--- config.mk ---
export PLATFORM = sky130hd
export DESIGN_NAME = indexed_stack_engine
export DESIGN_NICKNAME = d
export VERILOG_FILES = /design/src/hdl/ise_pkg.sv /design/src/hdl/indexed_stack_engine.sv /design/src/hdl/ise_cell.sv /design/src/hdl/ise_chain.sv
export SDC_FILE = /design/constraint.sdc
export NUM_CORES = 2
export LEC_CHECK = 0
export BUFFER_PORTS_ARGS = -buffer_cell sky130_fd_sc_hd__buf_2
export CORE_UTILIZATION = 45
export DETAILED_ROUTE_END_ITERATION = 8
export MAX_ROUTING_LAYER = met4
export PLACE_DENSITY = 0.6
export SYNTH_ARGS = -nofsm -noshare
export SYNTH_HDL_FRONTEND = slang
export SYNTH_HIERARCHICAL = 1
export SYNTH_SLANG_ARGS = --single-unit
--- constraint.sdc ---
create_clock -name clk -period 10.9 [get_ports clk]
set_clock_uncertainty 0.05 [all_clocks]
set_input_delay 2.18 -clock clk [delete_from_list [all_inputs] [get_ports clk]]
set_output_delay 2.18 -clock clk [all_outputs]
set_load 0.05 [all_outputs]
--- src/hdl/ise_pkg.sv ---
// Shared types and constants of the indexed stack engine.
`timescale 1ns / 1ps
`default_nettype none
package ise_pkg;

	localparam int DEPTH      = 16;
	localparam int DATA_WIDTH = 32;
	localparam int IDX_W      = $clog2(DEPTH);
	localparam int POS_W      = 5;
	localparam int FUNC_W     = 3;
	localparam int STATUS_W   = 2;
	localparam int CAP_W      = 5;

	localparam logic [CAP_W-1:0] CAP_RESET = CAP_W'(16);

	typedef enum logic [FUNC_W-1:0] {
		FN_PUSH   = 3'd0,
		FN_POP    = 3'd1,
		FN_INSERT = 3'd2,
		FN_REMOVE = 3'd3,
		FN_READ   = 3'd4,
		FN_WRITE  = 3'd5,
		FN_SWAP   = 3'd6,
		FN_SEARCH = 3'd7
	} func_t;

	typedef enum logic [STATUS_W-1:0] {
		ST_OK     = 2'd0,
		ST_FULL   = 2'd1,
		ST_EMPTY  = 2'd2,
		ST_BADPOS = 2'd3
	} status_t;

	typedef enum logic [2:0] {
		CELL_HOLD       = 3'd0,
		CELL_LOAD_VALUE = 3'd1,
		CELL_LOAD_ALT   = 3'd2,
		CELL_FROM_BELOW = 3'd3,
		CELL_FROM_ABOVE = 3'd4,
		CELL_CLEAR      = 3'd5
	} cell_op_t;

	typedef struct packed {
		logic                  en;
		func_t                 func;
		logic [POS_W-1:0]      pos_a;
		logic [POS_W-1:0]      pos_b;
		logic [POS_W-1:0]      fill;
		logic [DATA_WIDTH-1:0] value;
	} chain_cmd_t;

	typedef struct packed {
		logic [DATA_WIDTH-1:0] word_a;
		logic [DATA_WIDTH-1:0] word_top;
		logic [DEPTH-1:0]      match;
	} chain_rsp_t;

endpackage
`default_nettype wire

--- src/hdl/indexed_stack_engine.sv ---
// Top level of the indexed stack engine: handshakes, sequencing and result register.
`timescale 1ns / 1ps
`default_nettype none
// A bounded stack of 16 words of 32 bits, addressed by 1-based position from
// the bottom and held in a row of cells that shift in parallel. Each input
// transaction is accepted while the block is idle and executed once the output
// register is free, so an operation other than search yields one result. A
// search yields one result when nothing matches; otherwise it yields one result
// for each hit, the hits leaving in ascending position order from a latched
// match vector. A result held in the output register that is not taken stalls
// execution, and no new input transaction is accepted until execution ends.
// The capacity register may be written at any time the block is idle; its port
// is always ready.
module indexed_stack_engine
	import ise_pkg::*;
(
	input  wire logic                  clk,
	input  wire logic                  arst_n,
	input  wire logic                  cfg_valid,
	output logic                       cfg_ready,
	input  wire logic [CAP_W-1:0]      capacity,
	input  wire logic                  in_valid,
	output logic                       in_ready,
	input  wire logic [FUNC_W-1:0]     func,
	input  wire logic [POS_W-1:0]      position_a,
	input  wire logic [POS_W-1:0]      position_b,
	input  wire logic [DATA_WIDTH-1:0] value,
	output logic                       out_valid,
	input  wire logic                  out_ready,
	output logic [STATUS_W-1:0]        status,
	output logic [DATA_WIDTH-1:0]      data_out,
	output logic [POS_W-1:0]           match_position,
	output logic                       found,
	output logic [POS_W-1:0]           fill_level,
	output logic                       last
);

	typedef enum logic [2:0] {
		S_IDLE   = 3'b001,
		S_EXEC   = 3'b010,
		S_SEARCH = 3'b100
	} state_t;

	state_t                state_q;
	logic [CAP_W-1:0]      capacity_q;
	logic [POS_W-1:0]      fill_q;
	logic [DEPTH-1:0]      pending_q;
	logic [FUNC_W-1:0]     func_q;
	logic [POS_W-1:0]      pos_a_q;
	logic [POS_W-1:0]      pos_b_q;
	logic [DATA_WIDTH-1:0] value_q;

	logic                  out_valid_q;
	status_t               status_q;
	logic [DATA_WIDTH-1:0] data_out_q;
	logic [POS_W-1:0]      match_position_q;
	logic                  found_q;
	logic [POS_W-1:0]      fill_level_q;
	logic                  last_q;

	chain_cmd_t            cmd;
	chain_rsp_t            rsp;
	func_t                 fn;
	status_t               exec_status;
	logic [POS_W-1:0]      fill_next;
	logic [DATA_WIDTH-1:0] exec_data;
	logic [POS_W-1:0]      usable_cap;
	logic                  is_full;
	logic                  is_empty;
	logic                  a_ok;
	logic                  b_ok;
	logic                  ins_ok;
	logic                  slot_free;
	logic                  exec_go;
	logic [DEPTH-1:0]      low_bit;
	logic [DEPTH-1:0]      pending_rest;
	logic [POS_W-1:0]      hit_pos;

	assign fn        = func_t'(func_q);
	assign slot_free = !out_valid_q || out_ready;
	assign exec_go   = (state_q == S_EXEC) && slot_free;
	assign in_ready  = (state_q == S_IDLE);
	assign cfg_ready = 1'b1;

	assign usable_cap = (capacity_q > CAP_W'(DEPTH)) ? POS_W'(DEPTH) : POS_W'(capacity_q);
	assign is_full    = fill_q >= usable_cap;
	assign is_empty   = (fill_q == '0);
	assign a_ok       = (pos_a_q != '0) && (pos_a_q <= fill_q);
	assign b_ok       = (pos_b_q != '0) && (pos_b_q <= fill_q);
	assign ins_ok     = (pos_a_q != '0) &&
	                    ({1'b0, pos_a_q} <= ({1'b0, fill_q} + (POS_W+1)'(1)));

	always_comb begin
		exec_status = ST_OK;
		fill_next   = fill_q;
		exec_data   = '0;
		unique case (fn)
			FN_PUSH: begin
				if (is_full) begin
					exec_status = ST_FULL;
				end else begin
					fill_next = fill_q + POS_W'(1);
				end
			end
			FN_POP: begin
				if (is_empty) begin
					exec_status = ST_EMPTY;
				end else begin
					fill_next = fill_q - POS_W'(1);
					exec_data = rsp.word_top;
				end
			end
			FN_INSERT: begin
				if (is_full) begin
					exec_status = ST_FULL;
				end else if (!ins_ok) begin
					exec_status = ST_BADPOS;
				end else begin
					fill_next = fill_q + POS_W'(1);
				end
			end
			FN_REMOVE: begin
				if (is_empty) begin
					exec_status = ST_EMPTY;
				end else if (!a_ok) begin
					exec_status = ST_BADPOS;
				end else begin
					fill_next = fill_q - POS_W'(1);
				end
			end
			FN_READ: begin
				if (!a_ok) begin
					exec_status = ST_BADPOS;
				end else begin
					exec_data = rsp.word_a;
				end
			end
			FN_WRITE: begin
				if (!a_ok) exec_status = ST_BADPOS;
			end
			FN_SWAP: begin
				if (!a_ok || !b_ok) exec_status = ST_BADPOS;
			end
			FN_SEARCH: exec_status = ST_OK;
			default:   exec_status = ST_OK;
		endcase
	end

	assign cmd.en    = exec_go && (exec_status == ST_OK);
	assign cmd.func  = fn;
	assign cmd.pos_a = pos_a_q;
	assign cmd.pos_b = pos_b_q;
	assign cmd.fill  = fill_q;
	assign cmd.value = value_q;

	ise_chain u_chain (
		.clk    (clk),
		.arst_n (arst_n),
		.cmd    (cmd),
		.rsp    (rsp)
	);

	assign low_bit      = pending_q & (~pending_q + DEPTH'(1));
	assign pending_rest = pending_q & ~low_bit;

	always_comb begin
		hit_pos = '0;
		for (int k = 0; k < DEPTH; k++) begin
			if (low_bit[k]) hit_pos = POS_W'(k + 1);
		end
	end

	always_ff @(posedge clk or negedge arst_n) begin
		if (!arst_n) begin
			capacity_q <= CAP_RESET;
		end else if (cfg_valid && cfg_ready) begin
			capacity_q <= capacity;
		end
	end

	always_ff @(posedge clk) begin
		if (in_valid && in_ready) begin
			func_q  <= func;
			pos_a_q <= position_a;
			pos_b_q <= position_b;
			value_q <= value;
		end
	end

	always_ff @(posedge clk or negedge arst_n) begin
		if (!arst_n) begin
			state_q   <= S_IDLE;
			fill_q    <= '0;
			pending_q <= '0;
		end else begin
			unique case (state_q)
				S_IDLE: begin
					if (in_valid) state_q <= S_EXEC;
				end
				S_EXEC: begin
					if (slot_free) begin
						fill_q <= fill_next;
						if (fn == FN_SEARCH && rsp.match != '0) begin
							pending_q <= rsp.match;
							state_q   <= S_SEARCH;
						end else begin
							state_q <= S_IDLE;
						end
					end
				end
				S_SEARCH: begin
					if (slot_free) begin
						pending_q <= pending_rest;
						if (pending_rest == '0) state_q <= S_IDLE;
					end
				end
				default: state_q <= S_IDLE;
			endcase
		end
	end

	always_ff @(posedge clk or negedge arst_n) begin
		if (!arst_n) begin
			out_valid_q <= 1'b0;
		end else if (exec_go && !(fn == FN_SEARCH && rsp.match != '0)) begin
			out_valid_q <= 1'b1;
		end else if (state_q == S_SEARCH && slot_free) begin
			out_valid_q <= 1'b1;
		end else if (out_ready) begin
			out_valid_q <= 1'b0;
		end
	end

	always_ff @(posedge clk) begin
		if (exec_go) begin
			status_q         <= exec_status;
			data_out_q       <= exec_data;
			match_position_q <= '0;
			found_q          <= 1'b0;
			fill_level_q     <= fill_next;
			last_q           <= 1'b1;
		end else if (state_q == S_SEARCH && slot_free) begin
			status_q         <= ST_OK;
			data_out_q       <= '0;
			match_position_q <= hit_pos;
			found_q          <= 1'b1;
			fill_level_q     <= fill_q;
			last_q           <= (pending_rest == '0);
		end
	end

	assign out_valid      = out_valid_q;
	assign status         = status_q;
	assign data_out       = data_out_q;
	assign match_position = match_position_q;
	assign found          = found_q;
	assign fill_level     = fill_level_q;
	assign last           = last_q;

endmodule
`default_nettype wire

--- src/hdl/ise_cell.sv ---
// One stack cell: a word register loaded from a neighbour, value or alt.
`timescale 1ns / 1ps
`default_nettype none
module ise_cell
	import ise_pkg::*;
(
	input  wire logic                  clk,
	input  wire logic                  arst_n,
	input  wire cell_op_t              op,
	input  wire logic [DATA_WIDTH-1:0] value,
	input  wire logic [DATA_WIDTH-1:0] alt,
	input  wire logic [DATA_WIDTH-1:0] below,
	input  wire logic [DATA_WIDTH-1:0] above,
	output logic [DATA_WIDTH-1:0]      word,
	output logic                       match
);

	logic [DATA_WIDTH-1:0] word_q;
	logic [DATA_WIDTH-1:0] word_d;

	always_comb begin
		unique case (op)
			CELL_HOLD:       word_d = word_q;
			CELL_LOAD_VALUE: word_d = value;
			CELL_LOAD_ALT:   word_d = alt;
			CELL_FROM_BELOW: word_d = below;
			CELL_FROM_ABOVE: word_d = above;
			CELL_CLEAR:      word_d = '0;
			default:         word_d = word_q;
		endcase
	end

	always_ff @(posedge clk or negedge arst_n) begin
		if (!arst_n) begin
			word_q <= '0;
		end else begin
			word_q <= word_d;
		end
	end

	assign word  = word_q;
	assign match = (word_q == value);

endmodule
`default_nettype wire

--- src/hdl/ise_chain.sv ---
// Row of stack cells with the per-cell operation decode and the read selection.
`timescale 1ns / 1ps
`default_nettype none
module ise_chain
	import ise_pkg::*;
(
	input  wire logic       clk,
	input  wire logic       arst_n,
	input  wire chain_cmd_t cmd,
	output chain_rsp_t      rsp
);

	logic [DATA_WIDTH-1:0] words  [DEPTH];
	logic [DATA_WIDTH-1:0] alts   [DEPTH];
	cell_op_t              ops    [DEPTH];
	logic [DEPTH-1:0]      hits;
	logic [POS_W-1:0]      pa_m1;
	logic [POS_W-1:0]      pb_m1;
	logic [POS_W-1:0]      top_m1;
	logic [DATA_WIDTH-1:0] word_b;

	assign pa_m1  = cmd.pos_a - POS_W'(1);
	assign pb_m1  = cmd.pos_b - POS_W'(1);
	assign top_m1 = cmd.fill - POS_W'(1);
	assign word_b = words[pb_m1[IDX_W-1:0]];

	assign rsp.word_a   = words[pa_m1[IDX_W-1:0]];
	assign rsp.word_top = words[top_m1[IDX_W-1:0]];

	for (genvar i = 0; i < DEPTH; i++) begin : g_cell
		localparam logic [POS_W-1:0] P = POS_W'(i + 1);
		logic [DATA_WIDTH-1:0] below;
		logic [DATA_WIDTH-1:0] above;
		logic                  cell_match;

		if (i == 0) begin : g_bottom
			assign below = '0;
		end else begin : g_inner_lo
			assign below = words[i-1];
		end
		if (i == DEPTH - 1) begin : g_top
			assign above = '0;
		end else begin : g_inner_hi
			assign above = words[i+1];
		end

		assign alts[i] = (P == cmd.pos_a) ? word_b : rsp.word_a;

		always_comb begin
			ops[i] = CELL_HOLD;
			if (cmd.en) begin
				unique case (cmd.func)
					FN_PUSH: begin
						if (P == cmd.fill + POS_W'(1)) ops[i] = CELL_LOAD_VALUE;
					end
					FN_POP: begin
						if (P == cmd.fill) ops[i] = CELL_CLEAR;
					end
					FN_INSERT: begin
						if (P == cmd.pos_a) begin
							ops[i] = CELL_LOAD_VALUE;
						end else if (P > cmd.pos_a && P <= cmd.fill + POS_W'(1)) begin
							ops[i] = CELL_FROM_BELOW;
						end
					end
					FN_REMOVE: begin
						if (P == cmd.fill) begin
							ops[i] = CELL_CLEAR;
						end else if (P >= cmd.pos_a && P < cmd.fill) begin
							ops[i] = CELL_FROM_ABOVE;
						end
					end
					FN_WRITE: begin
						if (P == cmd.pos_a) ops[i] = CELL_LOAD_VALUE;
					end
					FN_SWAP: begin
						if (P == cmd.pos_a || P == cmd.pos_b) ops[i] = CELL_LOAD_ALT;
					end
					FN_READ, FN_SEARCH: ops[i] = CELL_HOLD;
					default: ops[i] = CELL_HOLD;
				endcase
			end
		end

		ise_cell u_cell (
			.clk    (clk),
			.arst_n (arst_n),
			.op     (ops[i]),
			.value  (cmd.value),
			.alt    (alts[i]),
			.below  (below),
			.above  (above),
			.word   (words[i]),
			.match  (cell_match)
		);

		assign hits[i] = cell_match && (P <= cmd.fill);
	end

	assign rsp.match = hits;

endmodule
`default_nettype wire

# After elaboration in Yosys (flattened, before gate mapping)
# Index checks and enable logic that the tools add are counted.
[totals]
ramBits = 0
latchBits = 0
output_inout_bits = 49
regBits = 633
elab_cells = 674
input_bits = 55
mem_count = 0
romBits = 0
[op_classes]
bitwise = 7
add_sub_neg = 6
reduce_logical = 112
shifts = 0
muxes = 255
div_mod_pow = 0
n_mul = 0
n_eq_ne = 175
order_cmp = 88
[ops]
columns = ["op", "n"]
rows = [
  ["one-hot mux 32 bit (5 select lines)", 14],
  ["2-to-1 mux 32 bit", 26],
  ["== test 32 bit", 16],
  ["binary-select mux 32 bit (select 4 bit)", 3],
  ["one-hot mux 3 bit (7 select lines)", 16],
  ["one-hot mux 32 bit (4 select lines)", 2],
  ["2-to-1 mux 3 bit", 85],
  ["== test 4 x 5 -> 1 bit (first input constant)", 32],
  ["2-to-1 mux 5 bit", 24],
  ["== test 3 bit (second input constant)", 37],
  ["== test 3 x 2 -> 1 bit (second input constant)", 35],
  ["== test 3 x 5 -> 1 bit (first input constant)", 16],
  ["less-or-equal comparator 4 x 5 -> 1 bit (first input constant)", 16],
  ["2-to-1 mux 2 bit", 40],
  ["nonzero test 5 bit", 16],
  ["one-hot mux 32 bit (2 select lines)", 1],
  ["logical AND 1 bit", 57],
  ["== test 3 x 1 -> 1 bit (second input constant)", 18],
  ["2-to-1 mux 16 bit", 3],
  ["== test 2 x 5 -> 1 bit (first input constant)", 8],
  [">= comparator 4 x 5 -> 1 bit (first input constant)", 8],
  ["greater-than comparator 4 x 5 -> 1 bit (first input constant)", 8],
  ["less-or-equal comparator 3 x 5 -> 1 bit (first input constant)", 8],
  ["< comparator 4 x 5 -> 1 bit (first input constant)", 8],
  ["other kinds (50)", 146],
]

# Logic depth before layout (Yosys ltp)
[logic_depth]
word_depth = 19
ltp_mapped = 22
mapped_depth_nobuf = 19

# Modules after synthesis
# The synthesis kept the hierarchy.
[by_module_without_submodules]
columns = ["mod", "area_each_um2", "seq_area_each_um2", "cells_per_inst", "instances"]
rows = [
  ["ise_cell", 3210.6, 800.8, 265, 16],
  ["ise_chain", 24996.5, 0.0, 3120, 1],
  ["indexed_stack_engine", 5816.8, 3415.8, 493, 1],
]

# Worst setup path before layout
# No wires, ideal clock.
[synth_path]
kind = "input to register"
startpoint = "in out_ready"
endpoint = "reg u_chain.g_cell[15].u_cell.word_q[0]"
path_buffers = 3
stages = 13
arrival_time_ps = 4712
required_ps = 10717
setup_time_ps = 133
path_slack_ps = 6005
path_cell_list = "nor2b_1 > or3_1 > clkbuf_1 > nor3_1 > inv_1 > a21oi_1 > a41oi_1 > a21oi_1 > buf_6 > buf_8 > mux2_4 > a22oi_2 > o221ai_2"
[synth_rtl]
columns = ["element", "line_no", "rtl"]
rows = [
  ["start: declaration", "indexed_stack_engine.sv:29", "input wire logic out_ready,"],
  ["end signal: assignment", "ise_cell.sv:37", "word_q <= word_d;"],
  ["end: declaration", "ise_cell.sv:18", "logic [DATA_WIDTH-1:0] word_q;"],
]

==> impl_metrics.ini <==
[run_status]
status = completed

[logic_synthesis]
muxShareOfSynthArea_pct = 28.66
synth_warnings = 6
syn_area_per_cell_um2 = 10.47
synth_edf_count = 84
synthFlopType = dfrtp_1
syn_inst = 7853
synth_top_family_by_area = multiplexers
synthSimpleGateAreaFrac_pct = 11.40
synth-seq-cells = 633
synth_area_um2 = 82180
synth_cell_types = 98
async_flop_share_pct = 85.62
synth-xor-area-share_pct = 5.635
synth_compound_area_share_pct = 25.89
seq_area_frac_synth_pct = 19.75
synth_fa_ha_area_share_pct = 0.5724

[place]
place_area_um2 = 82160
dp_hpwl_um = 254900
portBuffers = 102
gp_congestion = 1.035
placed_cells = 9730

[drt]
topRoutingLayerUsed = met4
wl_per_cell_um = 33.91
routed_wl_um = 335600
first_pass_iters = 8
vias = 71450
vias_per_cell = 7.219
dr_wl_met3_um = 42010
drt.antenna.violating_nets = 0
wirelength_met1_um = 142200
drt_iter0_drc = 10650
wl_met2_um = 139600
drcViolationCount = 0

[clocking]
cts_root_buffer = clkbuf_16
post_cts_buffers = 0
ctsLongestPathBuffers = 3
clock_latency_ns = 0.75
cts_made_buffers = 88
cts_hold_buf = 0
cts-resized-gates = 0
clkTransAtPathRegs_ns = 0.06
htreeDepth = 3
cts_tree = yes
cts.sinks = 633

[hold_path]
hold_depth = 1
hold_path.class = flop to flop
hp-start = found
hold_path_end = found

[floorplan]
row_count = 156
dieArea_um2 = 184300
start_util_pct = 45.37
die_h_um = 429.4
pin_count = 104
core_area_um2 = 181100
die_x_um = 429.4

[sta]
setup_tns_ns = 0
finalSetupViolCount = 0
finalHoldViolations = 0
slew_headroom_pct = 12.41
slew_viol_final = 0
tightest_slew_ns = 1.314
period_minus_slack_ns = 6.841
grt_setup_unrepaired = no
fmax_ghz = 0.1462
period_share_pct = 62.76

[grt]
grt_pass1_vias = 67400
grt_usage_pct = 36.32
grt_max_degree = 155
antenna_found_initial = 17
grt_pass1_wl_um = 490800
grt-ovfl-total = 0

[critical_path]
path_max_fanout = 34
r2r_cells = 21
crit_type = flop to flop
rrSetupSlack_ns = 4.06
worstPathRequired_ns = 11.49
r2r_start = fill_q[0]
crit_path_end_kind = flop
cp_data_arrival_time_ns = 7.43
start_kind = flop
r2r_end = u_chain/g_cell[0].u_cell/word[6]

[pwr]
power_uw = 20140
leakagePower_uw = 0.02940
peakVddDrop_v = 0.0001653
pwr_density_cell_nw_per_um2 = 236.3

[finish]
final_nets = 7541
layout-drive-gt1-share_pct = 35.72
final_cells = 9897
fin_area_um2 = 85230
syn_to_final_growth_pct = 3.706
fin_util_pct = 47.05

[run]
cap_violations = 0
[metal layers]
metal / track usage [%] / up-vias
met5: - / -
met4: 11.14 / 0
met3: 10.81 / 596
met2: 50.37 / 4501
met1: 50.30 / 36510
li1: - / 29840
[report_power, final]
part | internal (µW) | switching, µW | total [µW]
Combinational | 5090 | 6560 | 11600
Sequential | 3170 | 2130 | 5300
Clock | 1880 | 1310 | 3190
[cells by family after synthesis]
kind of cell,after synthesis
AND/OR/NAND/NOR,2058
AO/OA/AOI/OAI,2050
multiplexers,1573
buffers and inverters,972
flip-flops,633
XOR/XNOR,527
adder cells (fa/ha/maj),38
other,2
[sequential cells by signal, indices dropped and copies added (netlist names), 5 cells and up]
name / count
u_chain/g_cell.u_cell/word: 512
data_out: 32
value_q: 32
pending_q: 16
capacity_q: 5
fill_level: 5
fill_q: 5
match_position: 5
pos_a_q: 5
pos_b_q: 5
[per-stage QoR]
step	hold slack (ns)	setup WS, ns
finish	0.4035	4.059
global route	0.4437	3.738
CTS	0.4091	4.256
detailed placement	0.3958	3.812
global placement	0.3868	3.795
floorplan	0.4226	6.005
[cells in the mapped netlist (all sizes together), types with 4 or more instances]
cell type	count	share of area, %
a21o	5	0.046
o21ai	78	0.48
clkinv	13	0.059
o221ai	514	9.3
or3	8	0.067
xnor2	11	0.13
o31ai	10	0.091
nor2	180	0.83
nor4	138	1.1
dfxtp	7	0.17
o21a	12	0.11
nand3	424	2.6
o211ai	5	0.046
nor3b	4	0.037
nand4	40	0.32
ha	36	0.55
a22oi	1060	13
a211oi	16	0.15
a21boi	6	0.055
dfrtp	540	16
buf	594	6.1
o22ai	82	0.62
o2bb2ai	4	0.043
nand2b	16	0.12
nor3	27	0.21
a221o	66	0.80
a21oi	134	0.83
edfxtp	84	3.1
a221oi	6	0.064
nor2b	47	0.50
mux2i	513	6.2
nand2	1097	5.0
and3	10	0.076
clkbuf	283	1.5
mux4	416	11
a22o	19	0.20
a211o	4	0.043
or2	23	0.18
a31oi	4	0.030
nand4b	4	0.043
inv	82	0.37
xor2	516	5.5
and2	28	0.21
mux2	644	11
[final cells by class]
type,count,area (µm²)
repair buffers,321,2202
clock inverters,40,565.5
fillers,16580,95910
well taps,2370,2965
flip-flops and latches,633,16230
clock buffers,120,2485
diodes,7,17.52
inverters,95,356.6
multi-input cells,6311,60400
[worst max-delay path: stages, from the launching register on]
cell and delay (ns):
dfrtp_4 0.76, ha_1 0.27, nand3_1 0.10, xnor2_1 0.28, ha_1 0.32, nand3_1 0.11, o21bai_1 0.14, a31oi_1 0.20
o21ai_1 0.16, o21ai_0 0.13, or3_1 0.37, nor3_1 0.31, inv_1 0.09, buf_4 0.26, nor2_1 0.37, and2_1 0.24
a21oi_1 0.12, a21oi_4 0.22, buf_4 0.56, nor2b_4 1.15, a22oi_2 0.22, o221ai_2 0.22
[worst max-delay path by stage]
stage | from | endpoint | slack, ns | depth (start not counted)
2_1_floorplan | out_ready | u_chain/g_cell[15].u_cell/word[0] | 6.00 | 13
3_3_place_gp | out_ready | u_chain/g_cell[0].u_cell/word[20] | 3.80 | 15
3_5_place_dp | out_ready | u_chain/g_cell[0].u_cell/word[20] | 3.81 | 15
4_1_cts | fill_q[0] | u_chain/g_cell[0].u_cell/word[20] | 4.26 | 21
5_1_grt | fill_q[0] | u_chain/g_cell[0].u_cell/word[4] | 3.74 | 21
6_report | fill_q[0] | u_chain/g_cell[0].u_cell/word[6] | 4.06 | 21
[placed cells by master, fill, tap and decap left out, types with 84 or more instances in the layout]
master        n
nand2_1    1096
dfrtp_1     539
a22oi_2     496
a22oi_1     564
mux2_2      148
o221ai_2    496
buf_4       216
mux2_4      480
a21oi_1     107
nor4_1      136
mux4_2      416
buf_2       101
clkbuf_16    90
edfxtp_1     84
nand3_1     424
nor2_1      135
xor2_1      514
mux2i_1     513
Note: power is estimated with default switching activity, not from simulation.
